## src/wpma_pkg.sv

```systemverilog
// Package for the wrapped pot moving average core.
// Holds configuration and result types, register indexes and queue sizes.
// No dependencies.
`timescale 1ns / 1ps

package wpma_pkg;

    localparam int ANGLE_W   = 16;
    localparam int LIMIT_W   = 15;
    localparam int CFG_IDX_W = 8;

    localparam logic [CFG_IDX_W-1:0] REG_RANGE_LOW    = 8'd0;
    localparam logic [CFG_IDX_W-1:0] REG_RANGE_HIGH   = 8'd1;
    localparam logic [CFG_IDX_W-1:0] REG_ANGLE_OFFSET = 8'd2;
    localparam logic [CFG_IDX_W-1:0] REG_JUMP_LIMIT   = 8'd3;

    localparam logic signed [ANGLE_W-1:0] RANGE_LOW_RST  = 16'sd0;
    localparam logic signed [ANGLE_W-1:0] RANGE_HIGH_RST = 16'sd5760;
    localparam logic signed [ANGLE_W-1:0] OFFSET_RST     = 16'sd0;
    localparam logic [LIMIT_W-1:0]        JUMP_LIMIT_RST = 15'd4800;

    localparam int MID_DEPTH = 4;
    localparam int OUT_DEPTH = 4;
    localparam int OUT_CNT_W = $clog2(OUT_DEPTH + 1);

    typedef struct packed {
        logic signed [ANGLE_W-1:0] range_low;
        logic signed [ANGLE_W-1:0] range_high;
        logic signed [ANGLE_W-1:0] angle_offset;
        logic [LIMIT_W-1:0]        jump_limit;
    } cfg_t;

    typedef struct packed {
        logic signed [ANGLE_W-1:0] smoothed_angle;
        logic signed [ANGLE_W-1:0] window_mean;
        logic                      window_full;
    } out_item_t;

endpackage

```

## src/wpma_fifo.sv

```systemverilog
// Small register queue used between the front and back and at the output.
// Depends on nothing; width and depth come from parameters.
`timescale 1ns / 1ps

module wpma_fifo #(
    parameter int WIDTH = 16,
    parameter int DEPTH = 4
) (
    input  logic                       clk,
    input  logic                       rst_n,
    input  logic                       wr_en,
    input  logic [WIDTH-1:0]           wr_data,
    input  logic                       rd_en,
    output logic [WIDTH-1:0]           rd_data,
    output logic                       empty,
    output logic                       full,
    output logic [$clog2(DEPTH+1)-1:0] count
);

    localparam int PW = (DEPTH > 1) ? $clog2(DEPTH) : 1;
    localparam int CW = $clog2(DEPTH + 1);

    logic [WIDTH-1:0] mem [DEPTH];
    logic [PW-1:0]    wr_ptr_reg, wr_ptr_next;
    logic [PW-1:0]    rd_ptr_reg, rd_ptr_next;
    logic [CW-1:0]    count_reg, count_next;
    logic             do_wr, do_rd;

    assign do_wr   = wr_en && (count_reg != CW'(DEPTH));
    assign do_rd   = rd_en && (count_reg != '0);
    assign empty   = (count_reg == '0);
    assign full    = (count_reg == CW'(DEPTH));
    assign count   = count_reg;
    assign rd_data = mem[rd_ptr_reg];

    always_comb
    begin
        wr_ptr_next = wr_ptr_reg;
        rd_ptr_next = rd_ptr_reg;
        count_next  = count_reg;
        if (do_wr)
        begin
            wr_ptr_next = (wr_ptr_reg == PW'(DEPTH - 1)) ? '0 : wr_ptr_reg + 1'b1;
        end
        if (do_rd)
        begin
            rd_ptr_next = (rd_ptr_reg == PW'(DEPTH - 1)) ? '0 : rd_ptr_reg + 1'b1;
        end
        if (do_wr && !do_rd)
        begin
            count_next = count_reg + 1'b1;
        end
        else if (do_rd && !do_wr)
        begin
            count_next = count_reg - 1'b1;
        end
    end

    always_ff @(posedge clk or negedge rst_n)
    begin
        if (!rst_n)
        begin
            wr_ptr_reg <= '0;
            rd_ptr_reg <= '0;
            count_reg  <= '0;
        end
        else
        begin
            wr_ptr_reg <= wr_ptr_next;
            rd_ptr_reg <= rd_ptr_next;
            count_reg  <= count_next;
        end
    end

    always_ff @(posedge clk)
    begin
        if (do_wr)
        begin
            mem[wr_ptr_reg] <= wr_data;
        end
    end

endmodule

```

## src/wpma_front.sv

```systemverilog
// Front end: accepts readings, rejects large rises, applies offset and wrap.
// Depends on wpma_pkg; feeds the middle queue.
`timescale 1ns / 1ps

module wpma_front
    import wpma_pkg::*;
(
    input  logic                      clk,
    input  logic                      rst_n,
    input  cfg_t                      cfg,
    input  logic                      push,
    input  logic signed [ANGLE_W-1:0] raw_angle,
    output logic                      full,
    input  logic                      q_full,
    output logic                      q_wr,
    output logic signed [ANGLE_W-1:0] q_data
);

    logic                      s_valid_reg, s_valid_next;
    logic signed [ANGLE_W-1:0] reading_reg, reading_next;
    logic signed [ANGLE_W-1:0] prev_reg, prev_next;
    logic                      accept;
    logic signed [ANGLE_W:0]   rise;
    logic signed [ANGLE_W+1:0] v, span;
    logic signed [ANGLE_W+2:0] v_minus, v_plus, wrapped;

    assign accept = push && !full;
    assign full   = s_valid_reg && q_full;
    assign q_wr   = s_valid_reg && !q_full;

    always_comb
    begin
        rise         = (ANGLE_W+1)'(raw_angle) - (ANGLE_W+1)'(prev_reg);
        reading_next = reading_reg;
        prev_next    = prev_reg;
        if (accept)
        begin
            if ($signed({rise[ANGLE_W], rise}) > $signed({3'b000, cfg.jump_limit}))
            begin
                reading_next = prev_reg;
            end
            else
            begin
                reading_next = raw_angle;
            end
            prev_next = reading_next;
        end
        s_valid_next = accept ? 1'b1 : (q_wr ? 1'b0 : s_valid_reg);
    end

    always_comb
    begin
        v       = (ANGLE_W+2)'(reading_reg) + (ANGLE_W+2)'(cfg.angle_offset);
        span    = (ANGLE_W+2)'(cfg.range_high) - (ANGLE_W+2)'(cfg.range_low);
        v_minus = (ANGLE_W+3)'(v) - (ANGLE_W+3)'(span);
        v_plus  = (ANGLE_W+3)'(v) + (ANGLE_W+3)'(span);
        if (v > (ANGLE_W+2)'(cfg.range_high))
        begin
            wrapped = (v_minus < (ANGLE_W+3)'(cfg.range_low)) ? (ANGLE_W+3)'(v) : v_minus;
        end
        else
        begin
            wrapped = (v < (ANGLE_W+2)'(cfg.range_low)) ? v_plus : (ANGLE_W+3)'(v);
        end
        if (wrapped > (ANGLE_W+3)'(16'sh7fff))
        begin
            q_data = 16'sh7fff;
        end
        else if (wrapped < (ANGLE_W+3)'(-19'sd32768))
        begin
            q_data = -16'sd32768;
        end
        else
        begin
            q_data = wrapped[ANGLE_W-1:0];
        end
    end

    always_ff @(posedge clk or negedge rst_n)
    begin
        if (!rst_n)
        begin
            s_valid_reg <= 1'b0;
            prev_reg    <= '0;
        end
        else
        begin
            s_valid_reg <= s_valid_next;
            prev_reg    <= prev_next;
        end
    end

    always_ff @(posedge clk)
    begin
        reading_reg <= reading_next;
    end

endmodule

```

## src/wpma_back.sv

```systemverilog
// Back end: shifts wrapped samples into the window, keeps the running sum
// and forms the floor mean by reciprocal multiply. Depends on wpma_pkg.
`timescale 1ns / 1ps

module wpma_back
    import wpma_pkg::*;
#(
    parameter int WINDOW_LEN = 8
) (
    input  logic                      clk,
    input  logic                      rst_n,
    input  logic                      q_empty,
    input  logic signed [ANGLE_W-1:0] q_data,
    output logic                      q_rd,
    input  logic [OUT_CNT_W-1:0]      out_count,
    output logic                      out_wr,
    output out_item_t                 out_data
);

    localparam int LW   = $clog2(WINDOW_LEN);
    localparam int UW   = ANGLE_W + LW;
    localparam int MW   = UW + 2;
    localparam int PW   = UW + MW;
    localparam int K    = UW + LW;
    localparam int FW   = $clog2(WINDOW_LEN + 1);
    localparam logic [UW-1:0] BIAS  = UW'(32768 * WINDOW_LEN);
    localparam logic [MW-1:0] MUL_M = MW'(((64'd1 << K) + 64'(WINDOW_LEN) - 64'd1)
                                          / 64'(WINDOW_LEN));

    logic signed [ANGLE_W-1:0] win_reg [WINDOW_LEN];
    logic [UW-1:0]             ubias_reg, ubias_next;
    logic [FW-1:0]             fill_reg, fill_next;
    logic                      s1_valid_reg, s2_valid_reg;
    logic signed [ANGLE_W-1:0] s1_wrapped_reg, s2_wrapped_reg;
    logic                      s1_full_reg, s2_full_reg;
    logic [PW-1:0]             prod_reg;
    logic [OUT_CNT_W+1:0]      pending;
    logic [ANGLE_W-1:0]        mean_raw;
    logic signed [ANGLE_W-1:0] mean;
    logic signed [UW+1:0]      sum_wide;

    assign pending = (OUT_CNT_W+2)'(out_count) + (OUT_CNT_W+2)'(s1_valid_reg)
                   + (OUT_CNT_W+2)'(s2_valid_reg);
    assign q_rd    = !q_empty && (pending < (OUT_CNT_W+2)'(OUT_DEPTH));

    always_comb
    begin
        sum_wide   = $signed({2'b00, ubias_reg}) + (UW+2)'(q_data) - (UW+2)'(win_reg[0]);
        ubias_next = sum_wide[UW-1:0];
        fill_next  = (fill_reg < FW'(WINDOW_LEN)) ? fill_reg + 1'b1 : fill_reg;
    end

    assign mean_raw = prod_reg[K +: ANGLE_W];
    assign mean     = {~mean_raw[ANGLE_W-1], mean_raw[ANGLE_W-2:0]};

    always_comb
    begin
        out_wr                  = s2_valid_reg;
        out_data.window_mean    = mean;
        out_data.window_full    = s2_full_reg;
        out_data.smoothed_angle = s2_full_reg ? mean : s2_wrapped_reg;
    end

    always_ff @(posedge clk or negedge rst_n)
    begin
        if (!rst_n)
        begin
            for (int i = 0; i < WINDOW_LEN; i++)
            begin
                win_reg[i] <= '0;
            end
            ubias_reg    <= BIAS;
            fill_reg     <= '0;
            s1_valid_reg <= 1'b0;
            s2_valid_reg <= 1'b0;
        end
        else
        begin
            if (q_rd)
            begin
                for (int i = 0; i < WINDOW_LEN - 1; i++)
                begin
                    win_reg[i] <= win_reg[i+1];
                end
                win_reg[WINDOW_LEN-1] <= q_data;
                ubias_reg <= ubias_next;
                fill_reg  <= fill_next;
            end
            s1_valid_reg <= q_rd;
            s2_valid_reg <= s1_valid_reg;
        end
    end

    always_ff @(posedge clk)
    begin
        s1_wrapped_reg <= q_data;
        s1_full_reg    <= (fill_reg >= FW'(WINDOW_LEN - 1));
        s2_wrapped_reg <= s1_wrapped_reg;
        s2_full_reg    <= s1_full_reg;
        prod_reg       <= PW'(ubias_reg) * PW'(MUL_M);
    end

endmodule

```

## src/wrapped_pot_moving_average_core.sv

```systemverilog
// Wrapped potentiometer angle smoother: one Q12.4 reading in, one result out
// per reading. One reading per clock unless results back up; the running sum
// updates with each window shift. A result goes via the front reading
// register, the middle queue and back end s1 and s2 registers to the output
// queue. Config is taken on any cycle, cfg_ready stays high. No clearing pass.
`timescale 1ns / 1ps

module wrapped_pot_moving_average_core
    import wpma_pkg::*;
#(
    parameter int WINDOW_LEN = 8
) (
    input  logic                      clk,
    input  logic                      rst_n,
    input  logic                      push,
    output logic                      full,
    input  logic signed [ANGLE_W-1:0] raw_angle,
    output logic                      empty,
    input  logic                      pop,
    output logic signed [ANGLE_W-1:0] smoothed_angle,
    output logic signed [ANGLE_W-1:0] window_mean,
    output logic                      window_full,
    input  logic                      cfg_valid,
    output logic                      cfg_ready,
    input  logic [CFG_IDX_W-1:0]      cfg_index,
    input  logic [ANGLE_W-1:0]        cfg_data
);

    cfg_t                      cfg_reg, cfg_next;
    logic                      mid_full, mid_empty, mid_wr, mid_rd;
    logic signed [ANGLE_W-1:0] mid_wr_data, mid_rd_data;
    logic                      out_wr;
    out_item_t                 out_wr_data, out_rd_data;
    logic [OUT_CNT_W-1:0]      out_count;

    assign cfg_ready = 1'b1;

    always_comb
    begin
        cfg_next = cfg_reg;
        if (cfg_valid && cfg_ready)
        begin
            case (cfg_index)
                REG_RANGE_LOW:    cfg_next.range_low    = cfg_data;
                REG_RANGE_HIGH:   cfg_next.range_high   = cfg_data;
                REG_ANGLE_OFFSET: cfg_next.angle_offset = cfg_data;
                REG_JUMP_LIMIT:   cfg_next.jump_limit   = cfg_data[LIMIT_W-1:0];
                default:          cfg_next = cfg_reg;
            endcase
        end
    end

    always_ff @(posedge clk or negedge rst_n)
    begin
        if (!rst_n)
        begin
            cfg_reg.range_low    <= RANGE_LOW_RST;
            cfg_reg.range_high   <= RANGE_HIGH_RST;
            cfg_reg.angle_offset <= OFFSET_RST;
            cfg_reg.jump_limit   <= JUMP_LIMIT_RST;
        end
        else
        begin
            cfg_reg <= cfg_next;
        end
    end

    wpma_front u_front (
        .clk       (clk),
        .rst_n     (rst_n),
        .cfg       (cfg_reg),
        .push      (push),
        .raw_angle (raw_angle),
        .full      (full),
        .q_full    (mid_full),
        .q_wr      (mid_wr),
        .q_data    (mid_wr_data)
    );

    wpma_fifo #(
        .WIDTH (ANGLE_W),
        .DEPTH (MID_DEPTH)
    ) u_mid_q (
        .clk     (clk),
        .rst_n   (rst_n),
        .wr_en   (mid_wr),
        .wr_data (mid_wr_data),
        .rd_en   (mid_rd),
        .rd_data (mid_rd_data),
        .empty   (mid_empty),
        .full    (mid_full),
        .count   ()
    );

    wpma_back #(
        .WINDOW_LEN (WINDOW_LEN)
    ) u_back (
        .clk       (clk),
        .rst_n     (rst_n),
        .q_empty   (mid_empty),
        .q_data    (mid_rd_data),
        .q_rd      (mid_rd),
        .out_count (out_count),
        .out_wr    (out_wr),
        .out_data  (out_wr_data)
    );

    wpma_fifo #(
        .WIDTH ($bits(out_item_t)),
        .DEPTH (OUT_DEPTH)
    ) u_out_q (
        .clk     (clk),
        .rst_n   (rst_n),
        .wr_en   (out_wr),
        .wr_data (out_wr_data),
        .rd_en   (pop),
        .rd_data (out_rd_data),
        .empty   (empty),
        .full    (),
        .count   (out_count)
    );

    assign smoothed_angle = out_rd_data.smoothed_angle;
    assign window_mean    = out_rd_data.window_mean;
    assign window_full    = out_rd_data.window_full;

endmodule

```

## config.mk

```make
export PLATFORM = sky130hd
export DESIGN_NAME = wrapped_pot_moving_average_core
export DESIGN_NICKNAME = d
export VERILOG_FILES = /design/src/wpma_pkg.sv /design/src/wpma_fifo.sv /design/src/wpma_front.sv /design/src/wpma_back.sv /design/src/wrapped_pot_moving_average_core.sv
export SDC_FILE = /design/constraint.sdc
export NUM_CORES = 1
export LEC_CHECK = 0
export BUFFER_PORTS_ARGS = -buffer_cell sky130_fd_sc_hd__buf_2
export CELL_PAD_IN_SITES_DETAIL_PLACEMENT = 1
export CELL_PAD_IN_SITES_GLOBAL_PLACEMENT = 2
export CORE_MARGIN = 2
export CORE_UTILIZATION = 46
export CTS_CLUSTER_SIZE = 8
export DETAILED_ROUTE_END_ITERATION = 7
export PLACE_DENSITY_LB_ADDON = 0.1
export REMOVE_ABC_BUFFERS = 1
export SYNTH_ARGS = -nofsm -noshare
export SYNTH_HDL_FRONTEND = slang
export SYNTH_SLANG_ARGS = --single-unit
```

## constraint.sdc

```tcl
create_clock -name clk -period 9.72 [get_ports clk]
set_clock_uncertainty 0.2 [all_clocks]
set_input_delay 0.972 -clock clk [delete_from_list [all_inputs] [get_ports clk]]
set_output_delay 0.972 -clock clk [all_outputs]
set_load 0.05 [all_outputs]
```

## Word-level counts from Yosys, hierarchy flattened

Memory sizes are Yosys's and may differ from the RTL's.
Cells that the tools add are included.

- Flip-flop bits (word level): 316
- Logic and storage cells: 123
- Input port bits: 45
- Memories: 2
- Output and inout port bits: 36
- RAM bits: 196

- Bitwise gates (word level): 1
- Order comparisons: 9
- Reduce and logical (&&, ||, !) cells: 32
- Add/subtract/negate cells: 18
- Eq/ne operators: 10
- Mux-type cells: 21

Memory list:

| name | depth | bits a word | read ports | clocked after Yosys merged registers in | wr ports | line | RTL |
|---|---|---|---|---|---|---|---|
| u_out_q.mem | 4 | 33 | 1 | 0 | 1 | wpma_fifo.sv:23 | `logic [WIDTH-1:0] mem [DEPTH];` |
| u_mid_q.mem | 4 | 16 | 1 | 0 | 1 | wpma_fifo.sv:23 |  |

Operator list:

| cell | count |
|---|---|
| 16-bit two-way mux | 4 |
| 19-bit two-way mux | 3 |
| 17-bit by 16-bit > comparator with 1-bit output | 2 |
| 16-bit by 16-bit subtractor with 17-bit output | 2 |
| 19-bit by 16-bit adder with 19-bit output | 1 |
| 19-bit by 16-bit > comparator with 1-bit output, second input constant | 1 |
| 19-bit by 16-bit less-than comparator with 1-bit output | 1 |
| 19-bit by 16-bit less-than comparator with 1-bit output, second input constant | 1 |
| 19-bit by 16-bit subtractor with 19-bit output | 1 |
| 17-bit by 17-bit adder with 18-bit output | 1 |
| 17-bit by 17-bit subtractor with 18-bit output | 1 |
| 16-bit by 16-bit adder with 17-bit output | 1 |
| 17-bit by 16-bit less-than comparator with 1-bit output | 1 |
| 8-bit by 2-bit equality test with 1-bit output, second input constant | 2 |
| 1-bit logical AND | 12 |
| 3-bit two-way mux | 4 |
| 2-bit AND reduction | 5 |
| 2-bit by 1-bit adder with 2-bit output, second input constant | 4 |
| 2-bit equality test, second input constant | 4 |
| 8-bit by 1-bit equality test with 1-bit output, second input constant | 1 |
| 8-bit logical NOT | 1 |
| 2-bit two-way mux | 4 |
| 1-bit logical NOT | 7 |
| 3-bit by 1-bit adder with 3-bit output, second input constant | 2 |
| 14 further kinds | 25 |

## Logic depth before layout (Yosys ltp)

Gate-level depths: netlist of the first run.

- Depth after elaboration: 8
- Depth in mapped cells: 33
- Depth with buffers taken out: 30

## Hierarchy

Synthesis of the first run repeated with hierarchy kept, for this count alone.

- Cell total of the unflattened synthesis: 2268
- Area total of the unflattened synthesis: 26196.4 µm²

Modules (own cells, without submodules):

| module | cells an instance | instances | area each (µm²) |
|---|---|---|---|
| wpma_back | 921 | 1 | 8645.8 |
| wpma_front | 877 | 1 | 7111.8 |
| wpma_fifo at u_out_q | 210 | 1 | 5228.8 |
| wpma_fifo at u_mid_q | 121 | 1 | 2771.4 |
| wrapped_pot_moving_average_core | 139 | 1 | 2438.6 |

## Worst setup path before layout of the first run

OpenSTA, ideal clock, no wires.

- Path type: reg2reg
- Start: register cfg_reg[31] in the netlist's numbering
- End: memory u_mid_q.mem[0][0] (data pin)
- Stages on the path, launching flop included: 32
- Data arrival time: 6002 ps
- Buffers on the path: 2
- Setup time: 179 ps
- Setup slack: 3339 ps
- Clock period less this slack: 6381 ps
- Cell sequence: dfrtp_1 > inv_1 > ha_1 > fa_1 > nor2b_1 > o21ai_0 > a21boi_0 > o21ai_0 > a21boi_0 > o21ai_0 > a21oi_1 > nor2_1 > xnor2_1 > ha_1 > clkbuf_1 > inv_1 > a21o_1 > a2111o_1 > a311oi_2 > o31a_1 > xor2_1 > ha_1 > nand3_1 > nor2_1 > nand2_1 > o31ai_2 > nand2_1 > and3_4 > a211oi_4 > buf_4 > o21ai_0 > a21oi_1

- Word-level cells in the longest chain between the ends: 8
- Elaborated cells between the ends (all ways): 12
- Those cells by class: add/sub: 3; order compare: 4; mux: 5

Ends and longest elaborated chain:

| element | line | RTL |
|---|---|---|
| start: declaration | wrapped_pot_moving_average_core.sv:29 | `cfg_t cfg_reg, cfg_next;` |
| start signal: assignment | wrapped_pot_moving_average_core.sv:64 | `cfg_reg <= cfg_next;` |
| 16-bit by 16-bit subtractor with 17-bit output | wpma_front.sv:54 | `span = (ANGLE_W+2)'(cfg.range_high) - (ANGLE_W+2)'(cfg.range_low);` |
| 17-bit by 17-bit subtractor with 18-bit output | wpma_front.sv:55 | `v_minus = (ANGLE_W+3)'(v) - (ANGLE_W+3)'(span);` |
| 19-bit by 16-bit less-than comparator with 1-bit output | wpma_front.sv:59 | `wrapped = (v_minus < (ANGLE_W+3)'(cfg.range_low)) ? (ANGLE_W+3)'(v) : v_minus;` |
| 19-bit two-way mux | wpma_front.sv:59 |  |
| 19-bit two-way mux * | wpma_front.sv:57 | `if (v > (ANGLE_W+2)'(cfg.range_high))` |
| 19-bit by 16-bit less-than comparator with 1-bit output | wpma_front.sv:69 | `else if (wrapped < (ANGLE_W+3)'(-19'sd32768))` |
| 16-bit two-way mux | wpma_front.sv:69 |  |
| 16-bit two-way mux * | wpma_front.sv:65 | `if (wrapped > (ANGLE_W+3)'(16'sh7fff))` |
| via mid_wr_data[0] | wrapped_pot_moving_average_core.sv:31 | `logic signed [ANGLE_W-1:0] mid_wr_data, mid_rd_data;` |
| end: declaration | wpma_fifo.sv:23 |  |

Mark *: on every way through the listed nets, which the timed path passes. The rest lies on a longest branch.

## Final worst setup path of the first run

- Start: register cfg_reg[31] in the netlist's numbering
- End: memory u_mid_q.mem[8][4] (netlist: u_mid_q.mem[2][4]) (data pin)

The elaborated chain is that of the path after synthesis.

==> results_dict.tcl, run 1 <==
set metrics [dict create \
    postCtsSetupBuffers 0 \
    cp_top_family "compound AO/OA/AOI/OAI gates" \
    cts_hold_buf 0 \
    via_per_inst 5.381 \
    status "complete, no violations" \
    drt_wl_total_microns 63940 \
    slew_viol_final 0 \
    period_share 0.8521 \
    synthArstFlopShare 0.4853 \
    synth_cells 2283 \
    grt.overflow.total 0 \
    hp-class "reg -> reg" \
    synth_top_area_frac 0.2471 \
    cts_tree "yes" \
    cp-startpoint "cfg_reg[31]$_DFFE_PN0P_" \
    synth_top_area_cell "edfxtp_1" \
    grtUsageTotal 0.2275 \
    yosys_warnings 0 \
    worst_setup_path_start_kind "flip-flop" \
    finalHoldViolCount 0 \
    antenna_found_initial 0 \
    synthDistinctLibCells 85 \
    drv_cap 0 \
    syn_area_per_cell_sq_um 11.29 \
    grt_pass1_vias 18910 \
    io_pins 81 \
    worst-path-stages 28 \
    wl_per_cell_microns 20.05 \
    core_area_sq_um 55200 \
    place_congestion 0.8578 \
    die_h_microns 240.7 \
    reg2reg_depth 28 \
    max_stage_delay_ns 0.68 \
    drtAntennaViolNets 0 \
    worstPathRequired_ns 9.91 \
    multi_input_comb_area_sq_um 11170 \
    synth_area_sq_um 25770 \
    fin_util 0.5287 \
    post_cts_resized 0 \
    initial_utilization 0.4668 \
    grt_pass1_wl_microns 102300 \
    r2r_start "cfg_reg[31]$_DFFE_PN0P_" \
    yosys-top-cells-count "nand2_1, dfrtp_1, edfxtp_1, inv_1, ha_1" \
    setup_viol 0 \
    vias 17160 \
    clock_sinks 509 \
    largest_register_ffs 132 \
    cts_root_buf "clkbuf_16" \
    yosysMostFrequentCell "nand2_1" \
    fin_cells 3189 \
    ys_seq_elements 509 \
    clockBufferDepth 3 \
    timing.hold.ws_ns 0.1189 \
    cts_buffers 73 \
    dieArea_sq_um 57920 \
    rows 86 \
    diodes 0 \
    slew_headroom 0.1815 \
    path_common_cell "o21ai_0" \
    drive_gt1_frac 0.1491 \
    cp_slowest_cell "a211oi_4" \
    layout_min_cycle_time_ns 8.282 \
    synth_edf_count 212 \
    drt_iter0_drc 684 \
    dp_hpwl_microns 44710 \
    drt_first_pass_iters 5 \
    finalNetCount 2635 \
    place_inst 3056 \
    cts_max_level 3 \
    crit_type "reg -> reg" \
    r2r_slack_ns 1.44 \
    critical_path_arrival_ns 8.48 \
    syn_to_final_growth_pct 13.25 \
    yosys-top-cells-area "edfxtp_1, dfrtp_1, ha_1" \
    min_delay_path_depth 0 \
    grt_max_degree 181 \
    clk_latency_ns 0.62 \
    drc 0 \
    worst_slew_pin_slew_ns 1.197 \
    endpoint "u_mid_q.mem[2][4]$_DFFE_PP_" \
    r2r-end "u_mid_q.mem[2][4]$_DFFE_PP_" \
    port_buffers 79 \
    ys_seq_area_frac 0.5262 \
    seq_area_sq_um 13560 \
    tns_ns 0 \
    fillCellCount 5839 \
    cts.clk_slew.worst_paths_ns 0.05 \
    rsz0062_at_grt "no" \
    die_width_microns 240.7 \
    synth_ff_type "dfrtp_1" \
    cp_num_buf_inv 1 \
    fmax_ghz 0.1207 \
    end_kind "flip-flop" \
    crit_path_max_fanout 16 \
]
## kinds of logic (layout without fill, tap and decap cells)
| group | after synthesis | in the layout | share of synthesized area |
|---|---|---|---|
| AOI/OAI and AO/OA | 379 | 379 | 0.09547 |
| xor gates and xnor gates | 77 | 77 | 0.02617 |
| other | 1 | 1 | 0.0001455 |
| buffers and inverters | 272 | 430 | 0.04113 |
| muxes | 153 | 153 | 0.08813 |
| and+or+nand+nor | 685 | 685 | 0.1149 |
| DFF | 509 | 509 | 0.5262 |
| adders and majority gates | 207 | 207 | 0.1078 |
## layout by cell type, fill, tap and decap left out, types with 17 or more instances in the layout
cell         n
buf_4       17
nand2_1    439
nor3_1      32
buf_2       78
o21ai_0    104
clkbuf_1    53
ha_1       182
fa_1        25
nand2b_1    18
a21oi_1     88
nor2_1      74
mux4_2      49
dfrtp_1    237
inv_1      198
xor2_1      28
dfxtp_1     50
a21o_1      28
mux2_2     101
clkbuf_16   73
xnor2_1     49
edfxtp_1   212
nand3_1     34
## how the worst min path moves through the flow
stage | to | from
global route | u_back.s2_wrapped_reg[12]$_DFF_P_ | u_back.s1_wrapped_reg[12]$_DFF_P_
global placement | u_back.s2_wrapped_reg[15]$_DFF_P_ | u_back.s1_wrapped_reg[15]$_DFF_P_
CTS | u_back.s2_wrapped_reg[2]$_DFF_P_ | u_back.s1_wrapped_reg[2]$_DFF_P_
detailed placement | u_back.s2_wrapped_reg[3]$_DFF_P_ | u_back.s1_wrapped_reg[3]$_DFF_P_
finish | u_back.s2_wrapped_reg[3]$_DFF_P_ | u_back.s1_wrapped_reg[3]$_DFF_P_
floorplan | u_back.s2_full_reg$_DFF_P_ | u_back.s1_full_reg$_DFF_P_
## routing by layer
layer	vias to the layer above	routed length [microns]	GRT usage
li1	8166	-	-
met1	8681	25690	0.2559
met2	198	34780	0.4366
met3	114	1481	0.03260
met4	0	1991	0.07755
met5	-	0	0
## final cells by class
cell class                 count  share of cell area
multi-input combinational   1502              0.3829
clock buffer                 126             0.06942
sequential                   509              0.4647
clock inverter                 7            0.005660
timing repair buffer          98             0.01964
inverter                     199             0.02564
tap                          748             0.03207
## through the flow
step | instance area (sq um) | worst slack, ns
floorplan | 25450 | -7.766
global placement | 26990 | 1.671
detailed placement | 26990 | 1.435
CTS | 29180 | 1.355
global route | 29180 | 0.5995
finish | 29180 | 1.438
Power of run 1 is not shown: default switching activity piles up to over one toggle a cycle in this logic, so the estimate is an artifact.
==> run 2: changes to the inputs <==
- CORE_UTILIZATION: 46 -> 47
- SYNTH_HIERARCHICAL: default -> 1
==> results_dict.tcl, run 2 <==
set metrics [dict create \
    yosys-top-cells-area "edfxtp_1, dfrtp_1, ha_1" \
    cp_slowest_cell "a21boi_2" \
    drtAntennaViolNets 0 \
    drt_iter0_drc 797 \
    status "complete, no violations" \
    via_per_inst 5.428 \
    cts_max_level 3 \
    grt_pass1_vias 18480 \
    synth_top_area_cell "edfxtp_1" \
    timing.hold.ws_ns 0.1268 \
    cts.clk_slew.worst_paths_ns 0.05 \
    yosysMostFrequentCell "nand2_1" \
    syn_to_final_growth_pct 12.06 \
    grt.overflow.total 0 \
    ys_seq_elements 509 \
    most-common-layout-cells "nand2_1, dfrtp_1, edfxtp_1" \
    synthDistinctLibCells 100 \
    rsz0062_at_grt "no" \
    finalHoldViolCount 0 \
    grt_pass1_wl_microns 101400 \
    clk_latency_ns 0.62 \
    dieArea_sq_um 57640 \
    drt_wl_total_microns 63950 \
    clock_sinks 509 \
    tns_ns 0 \
    reg2reg_depth 28 \
    r2r-end "u_mid_q/mem[3][0]$_DFFE_PP_" \
    die_h_microns 240.1 \
    worst_setup_path_start_kind "flip-flop" \
    yosys_warnings 6 \
    crit_path_max_fanout 15 \
    vias 17110 \
    grt_max_degree 175 \
    final_common_cell "nand2_1" \
    cts_tree "yes" \
    drive_gt1_frac 0.1735 \
    synthArstFlopShare 0.4853 \
    initial_utilization 0.4755 \
    place_congestion 0.8428 \
    cts_root_buf "clkbuf_16" \
    rows 86 \
    max_stage_delay_ns 0.81 \
    hp-class "in -> async" \
    syn_area_per_cell_sq_um 11.55 \
    cts_buffers 73 \
    io_pins 81 \
    r2r_start "cfg_reg[31]$_DFFE_PN0P_" \
    synth_cells 2268 \
    dpl_worst_slack_ns 1.673 \
    slew_viol_final 0 \
    crit_type "reg -> reg" \
    drc 0 \
    yosys-top-cells-count "nand2_1, dfrtp_1, edfxtp_1, inv_1, ha_1" \
    worst_slew_pin_slew_ns 1.272 \
    drv_cap 0 \
    dp_hpwl_microns 45680 \
    postCtsSetupBuffers 0 \
    worstPathRequired_ns 9.76 \
    finalNetCount 2604 \
    layout_min_cycle_time_ns 8.088 \
    ys_seq_area_frac 0.5176 \
    port_buffers 79 \
    antenna_found_initial 1 \
    largest_register_ffs 132 \
    core_area_sq_um 55090 \
    synth_top_area_frac 0.2430 \
    end_kind "flip-flop" \
    post_cts_resized 0 \
    slew_headroom 0.1512 \
    setup_slack_ns 1.632 \
    critical_path_arrival_ns 8.13 \
    die_width_microns 240.1 \
    synth_edf_count 212 \
    cts_hold_buf 0 \
    grtUsageTotal 0.2280 \
    synth_ff_type "dfrtp_1" \
    drt_first_pass_iters 5 \
    setup_viol 0 \
    fmax_ghz 0.1236 \
    diodes 0 \
    wl_per_cell_microns 20.29 \
    synth_area_sq_um 26200 \
    r2r_slack_ns 1.63 \
    period_share 0.8321 \
    clockBufferDepth 3 \
]
## run 2: cell count changes after synthesis, sizes merged, moves of 10 or more
cell / before / now
mux2: 101 / 121
clkbuf: 56 / 29
nand2: 439 / 422
nor2: 75 / 93
o21ai: 119 / 88
a21oi: 90 / 80
inv: 199 / 184
buf: 17 / 62
## run 2: per-layer routing
metal  global-route usage  routed length [microns]  vias up
met5                    0                        0        -
met4              0.06776                     1653        0
met3              0.03972                     2273       94
met2               0.4093                    32930      250
met1               0.2801                    27100     8649
li1                     -                        -     8117
## run 2: metrics by stage
step,util,instances,cell area (sq um)
6_report,0.5329,3152,29360
4_1_cts,0.5329,3152,29360
3_3_place_gp,0.4934,3026,27180
5_1_grt,0.5329,3152,29360
3_5_place_dp,0.4934,3026,27180
2_1_floorplan,-,2177,25640
## run 2: worst max-delay path: cells and delay by family, from the launching register on
family                     cells  cell delay (ns)
adders and majority gates      4             1.45
xor gates and xnor gates       2             0.24
AOI/OAI and AO/OA             15             4.22
and+or+nand+nor                6             1.21
buffers and inverters          1             0.06
DFF                            1             0.37
## run 2: kinds of logic after synthesis
family,synth area share
DFF,0.5176
and+or+nand+nor,0.1174
xor gates and xnor gates,0.02340
buffers and inverters,0.04767
muxes,0.09509
other,0.0001431
AOI/OAI and AO/OA,0.09309
adders and majority gates,0.1056
## run 2: worst max path at each step
| stage | startpoint | slack (ns) | end |
|---|---|---|---|
| floorplan | u_out_q/count[0]$_DFFE_PN0P_ | 1.82 | u_mid_q/count[2]$_DFFE_PN0P_ |
| global placement | cfg_reg[31]$_DFFE_PN0P_ | 1.93 | u_mid_q/mem[0][0]$_DFFE_PP_ |
| detailed placement | cfg_reg[31]$_DFFE_PN0P_ | 1.67 | u_mid_q/mem[3][0]$_DFFE_PP_ |
| CTS | cfg_reg[31]$_DFFE_PN0P_ | 1.65 | u_mid_q/mem[3][0]$_DFFE_PP_ |
| global route | cfg_reg[31]$_DFFE_PN0P_ | 0.90 | u_mid_q/mem[3][2]$_DFFE_PP_ |
| finish | cfg_reg[31]$_DFFE_PN0P_ | 1.63 | u_mid_q/mem[3][0]$_DFFE_PP_ |
## run 2: area by class of cell
| class | instances | area [sq um] |
|---|---|---|
| Multi-Input combinational cell | 1483 | 11400 |
| Sequential cell | 509 | 13560 |
| Clock inverter | 7 | 165.2 |
| Inverter | 185 | 698.2 |
| Tap cell | 748 | 935.9 |
| Fill cell | 5835 | 25740 |
| Timing Repair Buffer | 101 | 583.1 |
| Clock buffer | 119 | 2009 |
Power of run 2 is left out for the same reason.
==> run 3: changes to the inputs <==
- CORE_UTILIZATION: 47 -> 43
- clock period: 9.72 -> 8.2 ns (I/O delays scaled with it)
==> results_dict.tcl, run 3 (synthesis results as in run 2) <==
set metrics [dict create \
    grtUsageTotal 0.2108 \
    setup_viol 0 \
    dpl_worst_slack_ns 0.4608 \
    clockBufferDepth 3 \
    worst_slew_pin_slew_ns 1.171 \
    drive_gt1_frac 0.1782 \
    wl_per_cell_microns 20.23 \
    rows 90 \
    fin_cells 3201 \
    cts_max_level 3 \
    crit_path_max_fanout 13 \
    hp-class "in -> async" \
    drt_iter0_drc 791 \
    grt_pass1_wl_microns 103700 \
    worst_setup_path_start_kind "flip-flop" \
    cts_hold_buf 0 \
    path_common_cell "o21ai_0" \
    end_kind "flip-flop" \
    r2r_start "cfg_reg[31]$_DFFE_PN0P_" \
    slew_headroom 0.2184 \
    largest_register_ffs 132 \
    core_area_sq_um 60250 \
    rsz0062_at_grt "no" \
    via_per_inst 5.319 \
    drc 0 \
    final_common_cell "nand2_1" \
    dr_wl_met2_microns 33540 \
    met3WireLength_microns 2011 \
    drtAntennaViolNets 0 \
    antenna_found_initial 2 \
    post_cts_resized 0 \
    dp_hpwl_microns 46800 \
    fmax_ghz 0.1343 \
    port_buffers 79 \
    grt_max_degree 103 \
    place_inst 3070 \
    cts_root_buf "clkbuf_16" \
    worstPathRequired_ns 8.34 \
    cp_slowest_cell "a311oi_2" \
    violations "hold timing" \
    drt_wl_total_microns 64750 \
    slew_viol_final 0 \
    postCtsSetupBuffers 0 \
    dieArea_sq_um 62910 \
    clock_sinks 509 \
    syn_to_final_growth_pct 12.82 \
    finalNetCount 2615 \
    wirelength_met1_microns 27270 \
    status "finished, violations left" \
    io_pins 81 \
    layout_min_cycle_time_ns 7.446 \
    vias 17030 \
    fillCellCount 6300 \
    drv_cap 0 \
    clk_latency_ns 0.62 \
    initial_utilization 0.4348 \
    grt.overflow.total 0 \
    critical_path_arrival_ns 7.59 \
    reg2reg_depth 30 \
    diodes 0 \
    period_share 0.9081 \
    die_width_microns 250.8 \
    finalHoldViolCount 1 \
    top_layer_used "met5" \
    cts_buffers 74 \
    die_h_microns 250.8 \
    setup_slack_ns 0.7538 \
    cts.clk_slew.worst_paths_ns 0.05 \
    cp-startpoint "cfg_reg[31]$_DFFE_PN0P_" \
    cts_tree "yes" \
    tns_ns 0 \
    max_stage_delay_ns 0.48 \
    place_congestion 0.8189 \
    grt_pass1_vias 18600 \
    timing.hold.ws_ns -0.002328 \
    drt_first_pass_iters 4 \
    most-common-layout-cells "nand2_1, dfrtp_1, edfxtp_1" \
    crit_type "reg -> reg" \
]
run 3: changes by cell type in the layout (fill, tap and decap cells not counted), sizes merged:
cell    before  now
clkbuf     119  122
buf        101  111
clkinv       6    7
bufinv       0    1
run 3: area by class of cell:
| cell class | count | area [sq um] | share of cell area |
|---|---|---|---|
| repair buffers | 111 | 645.6 | 0.02184 |
| multi-input cells | 1483 | 11430 | 0.3866 |
| clock buffers | 122 | 2032 | 0.06875 |
| inverters | 185 | 698.2 | 0.02362 |
| flip-flops and latches | 509 | 13560 | 0.4588 |
| well taps | 782 | 978.4 | 0.03310 |
| clock inverters | 9 | 214.0 | 0.007239 |
run 3: worst max-delay path: cells and delay by family (launching register included):
family          cells  cell delay, ns
compound gates     13            3.45
fa+ha+maj           4            1.22
buf+inv             2            0.28
xor+xnor            1            0.17
flops               1            0.39
simple gates       10            1.48
run 3: stage by stage:
stage / utilization / hold WS (ns) / cell area (sq um)
floorplan: - / 0.1096 / 25640
global placement: 0.4529 / 0.1114 / 27280
detailed placement: 0.4529 / 0.1157 / 27280
CTS: 0.4901 / 0.01352 / 29530
global route: 0.4906 / 0.03810 / 29560
finish: 0.4906 / -0.002328 / 29560
run 3: worst paths after layout:
| path | to | slack (ns) |
|---|---|---|
| setup / recovery | u_mid_q/mem[2][1]$_DFFE_PP_ | 0.75 |
| hold / removal | u_back/ubias_reg[16]$_DFFE_PN0P_ | -0.002 |
| setup reg to reg | u_mid_q/mem[2][1]$_DFFE_PP_ | 0.75 |
| hold reg to reg | u_back/s2_wrapped_reg[10]$_DFF_P_ | 0.11 |
| max in group asynchronous | cfg_reg[32]$_DFFE_PN0P_ | 6.43 |
| min in group clk | u_back/s2_wrapped_reg[10]$_DFF_P_ | 0.11 |
run 3: layer usage:
metal | vias up | GRT usage
met2 | 216 | 0.3804
met5 | - | 0
met4 | 4 | 0.06997
met1 | 8546 | 0.2571
met3 | 108 | 0.03251
li1 | 8153 | -
Power of run 3 is left out for the same reason.
